==> src/rtl/core/prlm_pkg.sv <==
// ----------------------------------------------------------------------------
// prlm_pkg: shared types and constants of the peak and RMS level meter
// Widths of the sample, squares, running sum and configuration registers,
// the register map, the controller states and the command bundle.
// ----------------------------------------------------------------------------
package prlm_pkg;

    localparam int SAMPLE_W   = 16;
    localparam int MAG_W      = SAMPLE_W + 1;
    localparam int SQ_W       = 31;
    localparam int SUM_W      = 43;
    localparam int FRAC_W     = 24;
    localparam int HI_W       = SUM_W - FRAC_W;
    localparam int STEP_W     = 16;
    localparam int LEN_W      = 13;
    localparam int RECIP_W    = 25;
    localparam int LEVEL_W    = 16;
    localparam int MAX_WINDOW = 4096;
    localparam int IDX_W      = $clog2(MAX_WINDOW);
    localparam int ROOT_STEPS = 16;
    localparam int CNT_W      = $clog2(ROOT_STEPS);
    localparam int MS_W       = 31;
    localparam int ROOT_W     = 32;
    localparam int APB_DW     = 32;
    localparam int APB_AW     = 4;

    localparam logic [SUM_W-1:0]   SUM_MAX    = {SUM_W{1'b1}};
    localparam logic [MS_W-1:0]    MS_FULL    = MS_W'(1) << 30;
    localparam logic [LEVEL_W-1:0] LEVEL_FULL = 16'd32768;

    localparam logic [STEP_W-1:0]  STEP_RESET  = 16'd3;
    localparam logic [LEN_W-1:0]   LEN_RESET   = 13'd960;
    localparam logic [RECIP_W-1:0] RECIP_RESET = 25'd17476;

    typedef enum logic [1:0] {
        REG_DECAY_STEP = 2'd0,
        REG_WINDOW_LEN = 2'd1,
        REG_RECIP      = 2'd2,
        REG_UNUSED     = 2'd3
    } t_reg_idx;

    typedef enum logic [3:0] {
        ST_IDLE,
        ST_SQUARE,
        ST_ADD,
        ST_SUB,
        ST_MUL_LO,
        ST_MUL_HI,
        ST_MEAN,
        ST_ROOT,
        ST_DONE
    } t_state;

    typedef struct packed {
        logic load;
        logic square;
        logic add;
        logic sub;
        logic mul_lo;
        logic mul_hi;
        logic mean;
        logic root;
        logic out_load;
    } t_cmd;

    typedef struct packed {
        logic [STEP_W-1:0]  decay_step;
        logic [LEN_W-1:0]   window_len;
        logic [RECIP_W-1:0] window_recip;
    } t_cfg;

endpackage

==> src/rtl/core/prlm_regs.sv <==
// ----------------------------------------------------------------------------
// prlm_regs: configuration register bank
// APB-style write and read of decay step, window length and reciprocal;
// flags a window clear when a different window length is written.
// ----------------------------------------------------------------------------
module prlm_regs (
    input  logic                         i_clk,
    input  logic                         i_rst_n,
    input  logic                         i_sel,
    input  logic                         i_enable,
    input  logic                         i_write,
    input  logic [prlm_pkg::APB_AW-1:0]  i_addr,
    input  logic [prlm_pkg::APB_DW-1:0]  i_wdata,
    output logic [prlm_pkg::APB_DW-1:0]  o_rdata,
    output prlm_pkg::t_cfg               o_cfg,
    output logic                         o_clear
);

    prlm_pkg::t_cfg     r_cfg;
    prlm_pkg::t_reg_idx w_idx;
    logic               w_wr;

    assign w_idx = prlm_pkg::t_reg_idx'(i_addr[3:2]);
    assign w_wr  = i_sel && i_enable && i_write;

    // a new window length restarts the window
    assign o_clear = w_wr && (w_idx == prlm_pkg::REG_WINDOW_LEN)
                     && (i_wdata[prlm_pkg::LEN_W-1:0] != r_cfg.window_len);
    assign o_cfg   = r_cfg;

    always_ff @(posedge i_clk) begin
        if (!i_rst_n) begin
            r_cfg.decay_step   <= prlm_pkg::STEP_RESET;
            r_cfg.window_len   <= prlm_pkg::LEN_RESET;
            r_cfg.window_recip <= prlm_pkg::RECIP_RESET;
        end else if (w_wr) begin
            unique case (w_idx)
                prlm_pkg::REG_DECAY_STEP: begin
                    r_cfg.decay_step <= i_wdata[prlm_pkg::STEP_W-1:0];
                end
                prlm_pkg::REG_WINDOW_LEN: begin
                    r_cfg.window_len <= i_wdata[prlm_pkg::LEN_W-1:0];
                end
                prlm_pkg::REG_RECIP: begin
                    r_cfg.window_recip <= i_wdata[prlm_pkg::RECIP_W-1:0];
                end
                default: begin
                end
            endcase
        end
    end

    always_comb begin
        unique case (w_idx)
            prlm_pkg::REG_DECAY_STEP: o_rdata = prlm_pkg::APB_DW'(r_cfg.decay_step);
            prlm_pkg::REG_WINDOW_LEN: o_rdata = prlm_pkg::APB_DW'(r_cfg.window_len);
            prlm_pkg::REG_RECIP:      o_rdata = prlm_pkg::APB_DW'(r_cfg.window_recip);
            default:                  o_rdata = '0;
        endcase
    end

endmodule

==> config.mk <==
export PLATFORM = sky130hd
export DESIGN_NAME = prlm_regs
export DESIGN_NICKNAME = d
export VERILOG_FILES = /design/src/rtl/core/prlm_pkg.sv /design/src/rtl/core/prlm_regs.sv
export SDC_FILE = /design/constraint.sdc
export NUM_CORES = 1
export LEC_CHECK = 0
export BUFFER_PORTS_ARGS = -buffer_cell sky130_fd_sc_hd__buf_2
export CAP_MARGIN = 20
export CORE_ASPECT_RATIO = 2
export CORE_MARGIN = 1.5
export CORE_UTILIZATION = 46
export DETAILED_ROUTE_END_ITERATION = 16
export GPL_ROUTABILITY_DRIVEN = 1
export PLACE_DENSITY_LB_ADDON = 0.2
export SLEW_MARGIN = 0
export SYNTH_ARGS = -nofsm -noshare
export SYNTH_HDL_FRONTEND = slang
export SYNTH_SLANG_ARGS = --single-unit
==> constraint.sdc <==
create_clock -name i_clk -period 1.9 [get_ports i_clk]
set_input_delay 0.38 -clock i_clk [delete_from_list [all_inputs] [get_ports i_clk]]
set_output_delay 0.38 -clock i_clk [all_outputs]
set_load 0.05 [all_outputs]
==> results.toml <==
[run_status]
outcome = "finished with violations"
failed_checks = "negative setup slack"

[setup_path]
r2r_cells = 2
startpoint_type = "flop"
rr_endpoint = "o_cfg[4]"
end_kind = "primary output"
cp_slowest_cell = "dfxtp_2"
cp.depth = 6
crit_start = "o_cfg[33]"
cp-endpoint = "o_clear"
critPathTopFamily = "flip-flops"
rr_startpoint = "o_cfg[4]"
worst-path-buf-inv = 2
path_max_fanout = 4
path_cells = "xnor2_2 -> nand4_1 -> nor4_1 -> buf_4 -> a41oi_4 -> buf_6"
crit_type = "flop to primary output"
crit_path_max_incr_delay_ns = 0.36
crit_required_ns = 1.52
arrival_ns = 1.54
rrSetupSlack_ns = 1.18

[logic_synthesis]
syn_area_per_cell_um2 = 8.31
synth_cell_types = 25
syn_inst = 310
syn_area_mm2 = 0.00257
ys_seq_elements = 54
yosysWarnings = 0
ys_seq_area_frac = 0.420

[clocking]
clock-sinks = 54
clkTransAtPathRegs_ns = 0.10
cts.htree.levels = 2
clock_latency_ns = 0.30
cts_tree = "yes"
clockRootBuffer = "clkbuf_8"
numCtsBuffers = 5
cts_buffer_depth = 2

[global_routing]
gr-usage-met3 = 0.0415
grt_pass1_wl_mm = 10.7
antenna_found_initial = 0
grt-ovfl-total = 0
grt_util_all_layers = 0.221
grt_pass1_vias = 2259
grt_max_degree = 30
use_met1 = 0.250
grtUsageMet2 = 0.413
grt_busiest_layer = "met2"

[place]
globalplace.congestion = 0.763
port_buffers = 111
dpl.hpwl_mm = 5.04
placed_area_mm2 = 0.00333

[floorplan]
start_util = 0.475
io-pin-count = 128
die_w_um = 55.9
die_h_um = 109
coreArea_mm2 = 0.00542
die-area_mm2 = 0.00608
rows = 38

[finish]
area_growth_syn_to_layout_pct = 35.4
largest_reg_flops = 54
fin_area_mm2 = 0.00349
num_antenna_cells = 0
nNetsFinal = 469
drive_gt1_frac = 0.395
final_core_util = 0.643

[sta]
period_share = 1.01
worst_hold_slack_ns = 0.321
hold_violations = 0
fmax_ghz = 0.520
tns_ns = -0.0227
clock_skew_ns = 0
finalWorstSetupSlack_ns = -0.0227
setup_viol = 1
slew_viol_final = 0
fin_crit_ns = 1.92
rsz0062_at_grt = "yes"

[detailed_routing]
drtPass1Iterations = 4
first_iter_violations = 43
wl_mm = 6.82
drc = 0
wl_per_cell_um = 14.0
antenna_left = 0
vias_per_cell = 5.14
via_count = 2507

[power]
power_density_mw_per_mm2 = 669
comb_power_share = 0.167
ir_worst_vdd_mv = 0.586
pwr-share-seq = 0.497
p_sw_frac = 0.275
power.switching_w = 0.000642
internal-power_w = 0.00169
leakagePower_nw = 1.71
p_clk_frac = 0.336
power_w = 0.00233

[min_path]
hold_class = "input port to flop"
min_from = "i_wdata[21]"

[job]
drv_cap = 0
==> cells in the final DEF (no fill, tap or decap), types with 2 or more instances in the layout <==
cell type	instances
o21ai_1	3
nor4_1	2
conb_1	7
nand2_1	99
o21ai_2	10
nand4_1	2
dfxtp_2	10
clkbuf_8	6
buf_2	110
mux2i_1	29
and2_1	9
dfxtp_1	44
nor2b_1	9
xnor2_2	4
nor2_1	3
xor2_1	7
buf_4	21
xnor2_1	2
a21boi_0	34
nand3_1	6
==> kinds of logic (layout without fill, tap and decap cells) <==
group	count (synthesis)	in the layout	share of synthesized area
flops	54	54	0.420
xor+xnor	13	13	0.0442
other cells	1	7	0.00146
buf+inv	28	140	0.0583
compound gates	49	49	0.131
mux	29	29	0.113
simple gates	136	136	0.233
==> timing repair <==
action                     4_1_cts  5_1_grt
pin swaps                        0        1
hold buffers                     0        0
resized for setup                5        3
setup endpoints to repair        1        1
buffers inserted                 0        1
cloned                           0        0
==> worst min-delay path by stage <==
stage | endpoint | cells past startpoint
after floorplan | o_cfg[10] | 2
after global placement | o_cfg[40] | 2
after detailed placement | o_cfg[0] | 2
after CTS | o_cfg[14] | 3
after global routing | o_cfg[17] | 3
final | o_cfg[21] | 3
==> power by group through the flow <==
stage          clock network [W]  registers (W)  logic, W
2_1_floorplan                  0        0.00124  0.000216
3_3_place_gp                   0        0.00119  0.000382
3_5_place_dp                   0        0.00119  0.000385
4_1_cts                 0.000798        0.00116  0.000390
5_1_grt                 0.000835        0.00116  0.000415
6_report                0.000783        0.00116  0.000390
==> layout make-up <==
cell class	count	area, µm²
tap	60	75.1
sequential	54	1090
fill	509	1930
clock inverter	1	30.0
clock buffer	6	82.6
multi-input combinational	234	1470
timing repair buffer	133	739
==> per-stage QoR <==
stage	worst slack, ns	cells
2_1_floorplan	-0.0984	316
3_3_place_gp	0.00500	480
3_5_place_dp	0.0268	480
4_1_cts	-0.0319	487
5_1_grt	-0.0971	488
6_report	-0.0227	488
==> metal layers <==
metal  part of all wire  vias to the layer above
li1                   -                     1238
met1               0.38                     1164
met2               0.55                       94
met3              0.053                       11
met4              0.018                        0
met5                  0                        -
==> worst register-to-register path, stage by stage, from the launching register on <==
cell,delay [ns]
dfxtp_1,0.35
nand2_1,0.07
a21boi_0,0.21
==> cell usage after synthesis <==
| library cell | number | area share |
|---|---|---|
| xor2_1 | 7 | 0.024 |
| nor3_2 | 1 | 0.0039 |
| conb_1 | 1 | 0.0015 |
| nor3b_2 | 1 | 0.0049 |
| a21boi_1 | 1 | 0.0029 |
| o21ai_0 | 13 | 0.025 |
| nor4_1 | 2 | 0.0049 |
| buf_6 | 1 | 0.0044 |
| nor2b_1 | 10 | 0.024 |
| mux2i_1 | 29 | 0.11 |
| buf_4 | 7 | 0.020 |
| nand4_1 | 2 | 0.0049 |
| nand2_1 | 99 | 0.14 |
| buf_2 | 9 | 0.017 |
| clkbuf_1 | 10 | 0.015 |
| nor2_1 | 3 | 0.0044 |
| a41oi_1 | 1 | 0.0034 |
| or3_1 | 1 | 0.0024 |
| nand3_1 | 7 | 0.014 |
| xnor2_1 | 6 | 0.020 |
| buf_1 | 1 | 0.0015 |
| and2_1 | 9 | 0.022 |
| or3b_1 | 1 | 0.0034 |
| dfxtp_1 | 54 | 0.42 |
| a21boi_0 | 34 | 0.099 |
(Power assumes the default switching activity.)
