## config.mk

```make
export PLATFORM = sky130hd
export DESIGN_NAME = prlm_ctrl
export DESIGN_NICKNAME = d
export VERILOG_FILES = /design/src/rtl/core/prlm_pkg.sv /design/src/rtl/core/prlm_ctrl.sv
export SDC_FILE = /design/constraint.sdc
export NUM_CORES = 1
export LEC_CHECK = 0
export BUFFER_PORTS_ARGS = -buffer_cell sky130_fd_sc_hd__buf_2
export CAP_MARGIN = 10
export CORE_MARGIN = 2
export CORE_UTILIZATION = 40
export CTS_BUF_LIST = sky130_fd_sc_hd__clkbuf_8 sky130_fd_sc_hd__clkbuf_16
export CTS_CLUSTER_SIZE = 16
export DETAILED_ROUTE_END_ITERATION = 6
export PLACE_DENSITY = 0.69
export SYNTH_ARGS = -nofsm -noshare
export SYNTH_HDL_FRONTEND = slang
export SYNTH_SLANG_ARGS = --single-unit
```

## constraint.sdc

```tcl
create_clock -name i_clk -period 1.9 [get_ports i_clk]
set_clock_uncertainty 0.1 [all_clocks]
set_input_delay 0.285 -clock i_clk [delete_from_list [all_inputs] [get_ports i_clk]]
set_output_delay 0.285 -clock i_clk [all_outputs]
set_load 0.03 [all_outputs]
```

## src/rtl/core/prlm_pkg.sv

```systemverilog
// ----------------------------------------------------------------------------
// prlm_pkg: shared types and constants of the peak and RMS level meter
// Widths of the sample, squares, running sum and configuration registers,
// the register map, the controller states and the command bundle.
// ----------------------------------------------------------------------------
package prlm_pkg;

    localparam int SAMPLE_W   = 16;
    localparam int MAG_W      = SAMPLE_W + 1;
    localparam int SQ_W       = 31;
    localparam int SUM_W      = 43;
    localparam int FRAC_W     = 24;
    localparam int HI_W       = SUM_W - FRAC_W;
    localparam int STEP_W     = 16;
    localparam int LEN_W      = 13;
    localparam int RECIP_W    = 25;
    localparam int LEVEL_W    = 16;
    localparam int MAX_WINDOW = 4096;
    localparam int IDX_W      = $clog2(MAX_WINDOW);
    localparam int ROOT_STEPS = 16;
    localparam int CNT_W      = $clog2(ROOT_STEPS);
    localparam int MS_W       = 31;
    localparam int ROOT_W     = 32;
    localparam int APB_DW     = 32;
    localparam int APB_AW     = 4;

    localparam logic [SUM_W-1:0]   SUM_MAX    = {SUM_W{1'b1}};
    localparam logic [MS_W-1:0]    MS_FULL    = MS_W'(1) << 30;
    localparam logic [LEVEL_W-1:0] LEVEL_FULL = 16'd32768;

    localparam logic [STEP_W-1:0]  STEP_RESET  = 16'd3;
    localparam logic [LEN_W-1:0]   LEN_RESET   = 13'd960;
    localparam logic [RECIP_W-1:0] RECIP_RESET = 25'd17476;

    typedef enum logic [1:0] {
        REG_DECAY_STEP = 2'd0,
        REG_WINDOW_LEN = 2'd1,
        REG_RECIP      = 2'd2,
        REG_UNUSED     = 2'd3
    } t_reg_idx;

    typedef enum logic [3:0] {
        ST_IDLE,
        ST_SQUARE,
        ST_ADD,
        ST_SUB,
        ST_MUL_LO,
        ST_MUL_HI,
        ST_MEAN,
        ST_ROOT,
        ST_DONE
    } t_state;

    typedef struct packed {
        logic load;
        logic square;
        logic add;
        logic sub;
        logic mul_lo;
        logic mul_hi;
        logic mean;
        logic root;
        logic out_load;
    } t_cmd;

    typedef struct packed {
        logic [STEP_W-1:0]  decay_step;
        logic [LEN_W-1:0]   window_len;
        logic [RECIP_W-1:0] window_recip;
    } t_cfg;

endpackage

```

## src/rtl/core/prlm_ctrl.sv

```systemverilog
// ----------------------------------------------------------------------------
// prlm_ctrl: sequencing state machine
// Steps one item through square, sum update, mean-square multiply and the
// square root iterations, and owns the input and output handshakes.
// ----------------------------------------------------------------------------
module prlm_ctrl (
    input  logic           i_clk,
    input  logic           i_rst_n,
    input  logic           i_in_valid,
    output logic           o_in_ready,
    output logic           o_out_valid,
    input  logic           i_out_ready,
    output prlm_pkg::t_cmd o_cmd
);

    prlm_pkg::t_state            r_state, n_state;
    logic [prlm_pkg::CNT_W-1:0]  r_cnt, n_cnt;
    logic                        r_out_valid, n_out_valid;

    always_ff @(posedge i_clk) begin
        if (!i_rst_n) begin
            r_state     <= prlm_pkg::ST_IDLE;
            r_cnt       <= '0;
            r_out_valid <= 1'b0;
        end else begin
            r_state     <= n_state;
            r_cnt       <= n_cnt;
            r_out_valid <= n_out_valid;
        end
    end

    always_comb begin
        n_state     = r_state;
        n_cnt       = r_cnt;
        o_cmd       = '0;
        o_in_ready  = 1'b0;
        unique case (r_state)
            prlm_pkg::ST_IDLE: begin
                o_in_ready = 1'b1;
                if (i_in_valid) begin
                    o_cmd.load = 1'b1;
                    n_state    = prlm_pkg::ST_SQUARE;
                end
            end
            prlm_pkg::ST_SQUARE: begin
                o_cmd.square = 1'b1;
                n_state      = prlm_pkg::ST_ADD;
            end
            prlm_pkg::ST_ADD: begin
                o_cmd.add = 1'b1;
                n_state   = prlm_pkg::ST_SUB;
            end
            prlm_pkg::ST_SUB: begin
                o_cmd.sub = 1'b1;
                n_state   = prlm_pkg::ST_MUL_LO;
            end
            prlm_pkg::ST_MUL_LO: begin
                o_cmd.mul_lo = 1'b1;
                n_state      = prlm_pkg::ST_MUL_HI;
            end
            prlm_pkg::ST_MUL_HI: begin
                o_cmd.mul_hi = 1'b1;
                n_state      = prlm_pkg::ST_MEAN;
            end
            prlm_pkg::ST_MEAN: begin
                o_cmd.mean = 1'b1;
                n_cnt      = '0;
                n_state    = prlm_pkg::ST_ROOT;
            end
            prlm_pkg::ST_ROOT: begin
                o_cmd.root = 1'b1;
                n_cnt      = r_cnt + 1'b1;
                if (r_cnt == prlm_pkg::CNT_W'(prlm_pkg::ROOT_STEPS - 1)) begin
                    n_state = prlm_pkg::ST_DONE;
                end
            end
            prlm_pkg::ST_DONE: begin
                // hand over once the output register is free or being emptied
                if (!r_out_valid || i_out_ready) begin
                    o_cmd.out_load = 1'b1;
                    n_state        = prlm_pkg::ST_IDLE;
                end
            end
            default: begin
                n_state = prlm_pkg::ST_IDLE;
            end
        endcase

        if (o_cmd.out_load) begin
            n_out_valid = 1'b1;
        end else if (i_out_ready) begin
            n_out_valid = 1'b0;
        end else begin
            n_out_valid = r_out_valid;
        end
    end

    assign o_out_valid = r_out_valid;

endmodule

```

==> qor.yml, run 1 <==
status: "finished clean"
r2r_slack_ns: 0.46
hold_class: "in2reg"
layout-drive-gt1-share_pct: 32.9
synth_seq_area_share_pct: 33.6
wl_per_cell_um: 11.4
synth_seq_cells: 9
grt_pass1_vias: 419
worst_r2r_endpoint: "r_state[2]"
drt-pass1-iter-count: 3
grt_use_total_pct: 16.7
p_per_area_nw_per_um2: 755
place_congestion: 0.766
crit_end: "o_cmd[0]"
drtAntennaViolNets: 0
antenna_cells: 0
worstSetupPathType: "reg2out"
fillCellCount: 127
cts_hold_buf: 0
pin_count: 15
synth_area_leaders: "dfxtp_1, o221ai_4, nand2b_1"
clk_latency_ns: 0.23
clk_pin_slew_worst_paths_ns: 0.05
syn_area_per_cell_sq_um: 8.52
drc: 0
cp-start-kind: "flop"
required_ns: 1.51
cts_setup_buffers: 0
p_clk_share_pct: 43.0
yosysTopAreaCell: "dfxtp_1"
netlist_area_sq_um: 537
combinationalPowerShare_pct: 17.3
hpwl_um: 771
peakVddDrop_mv: 0.271
gr-total-overflow: 0
rsz0062_at_grt: "no"
cts-root-buf: "clkbuf_8"
post_synth_num_cell_types: 30
crit_path_end_kind: "primary output"
max_cap_viol_count: 0
cp_data_arrival_time_ns: 1.44
p_int_mw: 0.371
worst-path-max-fanout: 11
final-hold-violation-count: 0
final_util_pct: 52.8
p_seq_share_pct: 39.7
setup_viol: 0
cts_buffer_depth: 2
grt_pass1_wl_mm: 1.77
area_growth_pct: 24.7
synthCells: 63
portBuffers: 14
start_util_pct: 42.3
vias: 504
maxSlewViolCount: 0
min_period_ns: 1.83
synth_warnings: 0
power.switching_mw: 0.134
r2r.worst_path.cells: 3
grt_max_degree: 12
cts_resized: 0
timing.final.crit_share_pct: 96.3
vias_per_cell: 5.36
worstMarginPinSlew_ns: 0.247
cts_tree: "yes"
slew_headroom_pct: 83.5
fin_nets: 85
row_count: 13
wirelength_mm: 1.08
die-area_sq_um: 1650
syn_nets: 68
clock_sinks: 9
timing.rr.start: "r_state[1]"
antenna_found_initial: 0
initialDrtViolationCount: 9
synth_top_cell_area_share_pct: 33.6
tns_ns: 0
fmax_mhz: 547
critPathLaunch: "r_state[1]"
cts-buffers-inserted: 3
htree_levels: 1
core_sq_um: 1270
leakage_nw: 0.309
swShare_pct: 26.6
die_h_um: 40.6
die_w_um: 40.6
## how the worst min path moves through the flow
stage	depth (start not counted)	slack, ns	start	endpoint
5_1_grt	2	0.30	i_rst_n	r_cnt[1]
3_3_place_gp	2	0.38	r_cnt[3]	r_cnt[3]
4_1_cts	2	0.28	i_rst_n	r_cnt[0]
3_5_place_dp	2	0.39	r_cnt[1]	r_cnt[1]
6_report	2	0.28	i_rst_n	r_cnt[0]
2_1_floorplan	1	0.31	i_rst_n	r_state[3]
## critical path: stages, from the launching register on
cell	delay, ns
dfxtp_2	0.36
or4b_4	0.53
nor2b_1	0.12
buf_2	0.20
## through the flow
step,hold slack [ns],setup WS [ns],area [sq um],cells,power (mW)
after global placement,0.379,0.272,617,90,0.287
after global routing,0.299,0.00131,669,94,0.526
after detailed placement,0.389,0.266,617,90,0.287
after CTS,0.277,0.0183,662,94,0.508
after floorplan,0.307,0.0482,538,63,0.266
final,0.276,0.0704,669,94,0.505
## layer usage
metal / global-route usage [%] / vias up / share of wire (%)
met5: 0 / - / 0
met4: 7.50 / 0 / 0.74
met3: 4.89 / 2 / 4.7
met2: 27.4 / 11 / 49
met1: 20.1 / 234 / 46
li1: - / 257 / -
## synth_stat cells
library cell / instances
dfxtp_1: 9
nand2_1: 5
a21oi_1: 4
nand2b_1: 4
nand3_1: 4
nor3_1: 4
a21boi_0: 3
nor2_1: 3
and2_1: 2
buf_2: 2
inv_1: 2
nand3b_1: 2
nor2b_1: 2
a21o_1: 1
and3b_1: 1
buf_4: 1
buf_6: 1
clkbuf_1: 1
ha_1: 1
nand4b_1: 1
nor4_1: 1
o211a_1: 1
o21ai_0: 1
o221ai_4: 1
o22ai_1: 1
o32ai_1: 1
or2_2: 1
or2b_1: 1
or4_4: 1
or4b_4: 1
## placed cells by master, fill, tap and decap left out
master,count
buf_2,13
dfxtp_1,8
nand2_1,5
nand2b_1,4
nor3_1,4
nand3_1,4
a21oi_1,4
inv_1,3
nor2_1,3
a21boi_0,3
clkbuf_8,3
buf_4,3
nor2b_1,2
nand3b_1,2
or4b_4,1
nand4b_1,1
or2b_1,1
or4_4,1
and2_2,1
and3b_1,1
o211a_1,1
a21o_1,1
o221ai_4,1
or2_2,1
nor4_1,1
o21ai_0,1
o22ai_1,1
and2_1,1
o32ai_1,1
ha_1,1
buf_6,1
dfxtp_2,1
## cell type report
| class | instances | area (sq um) | share of cell area [%] |
|---|---|---|---|
| clock buffers | 3 | 41.3 | 6.17 |
| clock inverters | 1 | 3.75 | 0.561 |
| inverters | 2 | 7.51 | 1.12 |
| multi-input cells | 47 | 318 | 47.5 |
| flip-flops and latches | 9 | 181 | 27.1 |
| well taps | 15 | 18.8 | 2.80 |
| repair buffers | 17 | 98.8 | 14.8 |
## state kept, by name, indices dropped and copies added (netlist names)
signal       count
r_state          4
r_cnt            4
o_out_valid      1
## power groups by stage
stage | clock network [mW] | registers (mW) | logic (mW)
after floorplan | 0 | 0.200 | 0.0660
after global placement | 0 | 0.203 | 0.0835
after detailed placement | 0 | 0.204 | 0.0837
after CTS | 0.224 | 0.200 | 0.0845
after global routing | 0.230 | 0.201 | 0.0952
final | 0.217 | 0.201 | 0.0874
## kinds of logic after synthesis
| group | count (synthesis) | share of synthesized area (%) |
|---|---|---|
| fa+ha+maj | 1 | 2.33 |
| flops | 9 | 33.6 |
| buf+inv | 7 | 7.46 |
| compound gates | 13 | 19.8 |
| simple gates | 33 | 36.8 |
No activity file was read; power rests on OpenSTA's default activity.
==> inputs of run 2 (changes only) <==
- PLACE_DENSITY: 0.69 -> 0.71
- clock period: 1.9 -> 1.6 ns (I/O delays scaled with it)
==> run 2 against run 1 <==
Against the previous run:
- sequential cell count did not move
- clock power rose by 17%
- cell count rose by 3.2%
- sequential share of layout area fell by 2.4 points
- the run now ends with negative setup slack left
- worst hold slack got worse by 0.052 ns
- routed wire length rose by 2.4%
- combinational power rose by 54%
- critical endpoint is now o_cmd[8]
- power rose by 23%
- largest power group unchanged
- critical path depth rose by 1
- utilization rose by 5.6 points
==> qor.yml, run 2 (synthesis gave the netlist of run 1 again) <==
peakVddDrop_mv: 0.473  # +75%
setup_viol: 5  # +5
portBuffers: 14  # unchanged
hold_class: "in2reg"
status: "finished with violations"
drt-pass1-iter-count: 4  # +1
row_count: 13  # unchanged
pre_cts_ws_ns: 0.0136  # -0.253 ns
wl_per_cell_um: 11.4  # -0.75%
layout-drive-gt1-share_pct: 43.9  # +11 points
min_period_ns: 1.78
worstMarginPinSlew_ns: 0.216  # -0.0305 ns
cts_buffer_depth: 2  # unchanged
grt_use_total_pct: 16.4  # -0.34 points
layout.cells.non_filler: 97  # +3.2%
rsz0062_at_grt: "yes"
fmax_mhz: 562
antenna_cells: 0  # unchanged
hpwl_um: 773  # +0.23%
dp_cells: 92  # +2.2%
cts-root-buf: "clkbuf_8"
pin_count: 15  # unchanged
max_cap_viol_count: 0  # unchanged
gr-total-overflow: 0  # unchanged
critPathSlowestCell: "or4_4"
worst-path-max-fanout: 3  # -8
clock_sinks: 9  # unchanged
fin_ws_ns: -0.178  # -0.249 ns
maxSlewViolCount: 0  # unchanged
vias: 503  # -0.20%
crit_path_end_kind: "primary output"
die_h_um: 40.6  # unchanged
grt_max_degree: 12  # unchanged
crit_path_max_incr_delay_ns: 0.55  # +0.02 ns
most-common-layout-cells: "buf_4, dfxtp_1, buf_2"
vias_per_cell: 5.19  # -3.3%
clk_latency_ns: 0.23  # about the same
slew_headroom_pct: 85.4  # +2.0 points
required_ns: 1.26  # -0.25 ns
area_growth_pct: 38.0
wirelength_mm: 1.10  # +2.4%
power_mw: 0.624  # +23%
cts_tree: "yes"
drc: 0  # unchanged
htree_levels: 1  # unchanged
final_util_pct: 58.4  # +5.6 points
place_congestion: 0.764  # -0.35%
leakage_nw: 0.328  # +6.4%
antenna_found_initial: 0  # unchanged
timing.final.crit_share_pct: 111
cp_data_arrival_time_ns: 1.44  # about the same
final-hold-violation-count: 0  # unchanged
cp_cell_sequence: "or4_4, clkinvlp_4, and2_4, buf_6"
cts_hold_buf: 0  # unchanged
clk_pin_slew_worst_paths_ns: 0.04  # about the same
cp-start-kind: "flop"
drtAntennaViolNets: 0  # unchanged
violations: "negative setup slack"
worstSetupPathType: "reg2out"
initialDrtViolationCount: 7  # -2
final_common_cell: "buf_4"
cts-buffers-inserted: 3  # unchanged
core_sq_um: 1270  # unchanged
grt_pass1_wl_mm: 1.77  # -0.39%
grt_pass1_vias: 416  # -0.72%
fin_nets: 88  # +3.5%
die-area_sq_um: 1650  # unchanged
die_w_um: 40.6  # unchanged
start_util_pct: 42.3  # unchanged
p_per_area_nw_per_um2: 842  # +11%
==> run 2: cell count changes in the layout (fill, tap and decap cells not counted), sizes merged <==
| cell | previous run | this run |
|---|---|---|
| clkinvlp | 0 | 1 |
| inv | 3 | 2 |
| buf | 17 | 20 |
==> run 2: through the flow <==
stage	instance area (sq um)	TNS (ns)	hold WS (ns)
after floorplan	548	-0.140	0.262
after global placement	642	0	0.374
after detailed placement	642	0	0.382
after CTS	719	-0.417	0.229
after global routing	741	-0.903	0.253
final	741	-0.471	0.225
==> run 2: power by group <==
| group | leakage (nW) | internal (mW) | total, mW | switching [mW] |
|---|---|---|---|---|
| clock network | 0.0269 | 0.167 | 0.253 | 0.0865 |
| logic | 0.228 | 0.0614 | 0.135 | 0.0738 |
| registers | 0.0738 | 0.231 | 0.235 | 0.00435 |
| total | 0.328 | 0.459 | 0.624 | 0.165 |
==> run 2: critical path, delay by kind of cell (launching register included) <==
kind                   cells  cell delay (ns)
AND/OR/NAND/NOR            2             0.68
flip-flops                 1             0.32
buffers and inverters      2             0.21
==> run 2: worst paths after layout <==
kind / start / to / slack (ns) / cells after the start
setup / recovery: r_state[2] / o_cmd[8] / -0.18 / 4
hold / removal: i_rst_n / r_cnt[0] / 0.22 / 2
setup reg to reg: r_state[2] / r_state[2] / 0.06 / 4
hold reg to reg: r_cnt[1] / r_cnt[1] / 0.38 / 2
==> run 2: layout make-up <==
type	instances	area [sq um]
Inverter	2	11.3
Clock inverter	1	3.75
Fill cell	123	528
Timing Repair Buffer	20	139
Tap cell	15	18.8
Multi-Input combinational cell	47	344
Clock buffer	3	41.3
Sequential cell	9	183
==> run 2: per-layer routing <==
| layer | routed length [um] | part of all wire [%] | vias up | global-route usage, % |
|---|---|---|---|---|
| li1 | - | - | 262 | - |
| met1 | 485 | 44 | 224 | 20.5 |
| met2 | 553 | 50 | 14 | 28.2 |
| met3 | 42 | 3.8 | 3 | 1.63 |
| met4 | 21 | 1.9 | 0 | 7.50 |
| met5 | 0 | 0 | - | 0 |
==> run 2: what timing repair did <==
action,in CTS,in global routing
setup endpoints to repair,7,9
setup buffers,1,1
pin swaps,3,4
resized for setup,11,5
==> inputs of run 3 (changes only) <==
--- a/constraint.sdc
+++ b/constraint.sdc
@@ -3,3 +3,3 @@
 set_input_delay 0.24 -clock i_clk [delete_from_list [all_inputs] [get_ports i_clk]]
 set_output_delay 0.24 -clock i_clk [all_outputs]
-set_load 0.03 [all_outputs]
+set_load 0.005 [all_outputs]
==> run 3 against run 2 <==
Against the previous run:
- the flow still finishes with violations (negative setup slack)
- sequential cell count did not move
- maximum frequency is 3.1% higher
- non-clock buffer count unchanged
- critical path depth unchanged
- clock power increased by 2%
- worst hold slack got worse by 0.0023 ns
- die area is the same
- worst setup slack better by 0.054 ns
- via count down 0.99%
- combinational power fell by 29%
- sequential share of layout area grew 1.3 points
- utilization down 2.6 points
- critical path type unchanged
- critical endpoint unchanged
- largest power group unchanged
==> qor.yml, run 3 (synthesis gave the netlist of run 1 again) <==
final_common_cell: "buf_2"
min_period_ns: 1.72  # -0.0540 ns
clock_sinks: 9  # unchanged
max_cap_viol_count: 0  # unchanged
grt_max_degree: 12  # unchanged
cp-start-kind: "flop"
multi_input_area_sq_um: 324  # -5.8%
drc: 0  # unchanged
most-common-layout-cells: "buf_2, dfxtp_1, nand2_1"
path_buf_inv: 2  # unchanged
row_count: 13  # unchanged
layout-drive-gt1-share_pct: 41.5  # -2.4 points
slew_headroom_pct: 85.8  # +0.38 points
final-hold-violation-count: 0  # unchanged
clk_latency_ns: 0.24  # about the same
place_congestion: 0.780  # +2.2%
htree_levels: 1  # unchanged
status: "finished with violations"
ff_latch_area_sq_um: 184  # +0.68%
rsz0062_at_grt: "yes"
worstMarginPinSlew_ns: 0.213  # -0.00371 ns
crit_path_max_incr_delay_ns: 0.54  # about the same
fillCellCount: 120  # -2.4%
worstSetupPathType: "reg2out"
fin_nets: 88  # unchanged
cp_cell_sequence: "or4_4, inv_2, and2_4, buf_6"
initialDrtViolationCount: 3  # -4
vias: 498  # -0.99%
pin_count: 15  # unchanged
cp_top_family: "simple AND/OR/NAND/NOR gates"
leakage_nw: 0.327  # -0.35%
clk_pin_slew_worst_paths_ns: 0.04  # about the same
r2r_slack_ns: 0.07  # about the same
grt_use_total_pct: 17.0  # +0.57 points
drt-pass1-iter-count: 4  # unchanged
setup_viol: 3  # -2
postPlaceCellArea_sq_um: 623  # -2.9%
grt_pass1_vias: 399  # -4.1%
antenna_found_initial: 0  # unchanged
start_util_pct: 42.3  # unchanged
p_per_area_nw_per_um2: 833  # -1.0%
cts_tree: "yes"
maxSlewViolCount: 0  # unchanged
core_sq_um: 1270  # unchanged
die-area_sq_um: 1650  # unchanged
peakVddDrop_mv: 0.627  # +32%
vias_per_cell: 5.13  # -0.99%
worst-path-max-fanout: 3  # unchanged
fin_ws_ns: -0.124  # +0.0540 ns
portBuffers: 14  # unchanged
antenna_cells: 0  # unchanged
timing.final.crit_share_pct: 108  # -3.4 points
hold_class: "in2reg"
die_h_um: 40.6  # unchanged
cts_buffer_depth: 2  # unchanged
cts-buffers-inserted: 3  # unchanged
wirelength_mm: 1.10  # -0.36%
cts-root-buf: "clkbuf_8"
required_ns: 1.26  # about the same
area_growth_pct: 31.9
cp_data_arrival_time_ns: 1.38  # -0.06 ns
power_mw: 0.590  # -5.4%
grt_pass1_wl_mm: 1.81  # +2.3%
gr-total-overflow: 0  # unchanged
hpwl_um: 749  # -3.1%
cts_hold_buf: 0  # unchanged
crit_path_end_kind: "primary output"
die_w_um: 40.6  # unchanged
fmax_mhz: 580  # +3.1%
violations: "negative setup slack"
wl_per_cell_um: 11.3  # -0.36%
design_area_sq_um: 708  # -4.4%
critPathSlowestCell: "or4_4"
drtAntennaViolNets: 0  # unchanged
## run 3: cell types whose count changed in the layout (fill, tap and decap cells not counted), sizes merged
cell | before | now
clkinvlp | 1 | 0
inv | 2 | 3
## run 3: layout make-up
class / instances / share of cell area (%)
sequential: 9 / 26.0
multi-input combinational: 47 / 45.8
clock buffer: 3 / 5.83
inverter: 2 / 1.06
timing repair buffer: 20 / 18.2
clock inverter: 1 / 0.530
tap: 15 / 2.65
## run 3: worst reg2reg max path: cells and delay by family (launching register included)
kind / cells / cell delay (ns)
AO/OA/AOI/OAI: 1 / 0.21
buffers and inverters: 1 / 0.17
AND/OR/NAND/NOR: 2 / 0.62
flip-flops: 1 / 0.32
## run 3: what timing repair did
item | 4_1_cts | 5_1_grt
pin swaps | 3 | 1
setup endpoints to repair | 4 | 6
hold endpoints to repair | 0 | 0
gates resized for setup | 3 | 7
buffers inserted | 1 | 1
## run 3: power by group
part | switching [mW] | internal [mW] | leakage [nW]
Combinational | 0.0440 | 0.0516 | 0.226
Clock | 0.0920 | 0.167 | 0.0269
Sequential | 0.00433 | 0.231 | 0.0743
Total | 0.140 | 0.450 | 0.327
## run 3: path summary, 6_finish.rpt
path	cells after the start	to	from
hold / removal	2	r_cnt[0]	i_rst_n
setup reg to reg	4	r_state[2]	r_state[1]
hold reg to reg	2	r_cnt[1]	r_cnt[1]
setup / recovery	4	o_cmd[8]	r_state[3]
## run 3: per-layer routing
layer | track usage [%] | vias up | share of wire (%)
met1 | 21.5 | 223 | 46
met3 | 6.52 | 3 | 4.2
li1 | - | 260 | -
met5 | 0 | - | 0
met4 | 7.50 | 0 | 1.8
met2 | 25.4 | 12 | 48
## run 3: per-stage QoR
stage	TNS (ns)	instances	utilization (%)	hold slack, ns	setup slack (ns)
2_1_floorplan	0	63	-	0.262	0.0882
3_3_place_gp	0	91	49.1	0.375	0.136
3_5_place_dp	0	91	49.1	0.381	0.115
4_1_cts	-0.242	96	53.6	0.216	-0.131
5_1_grt	-0.360	97	55.8	0.225	-0.158
6_report	-0.206	97	55.8	0.222	-0.124
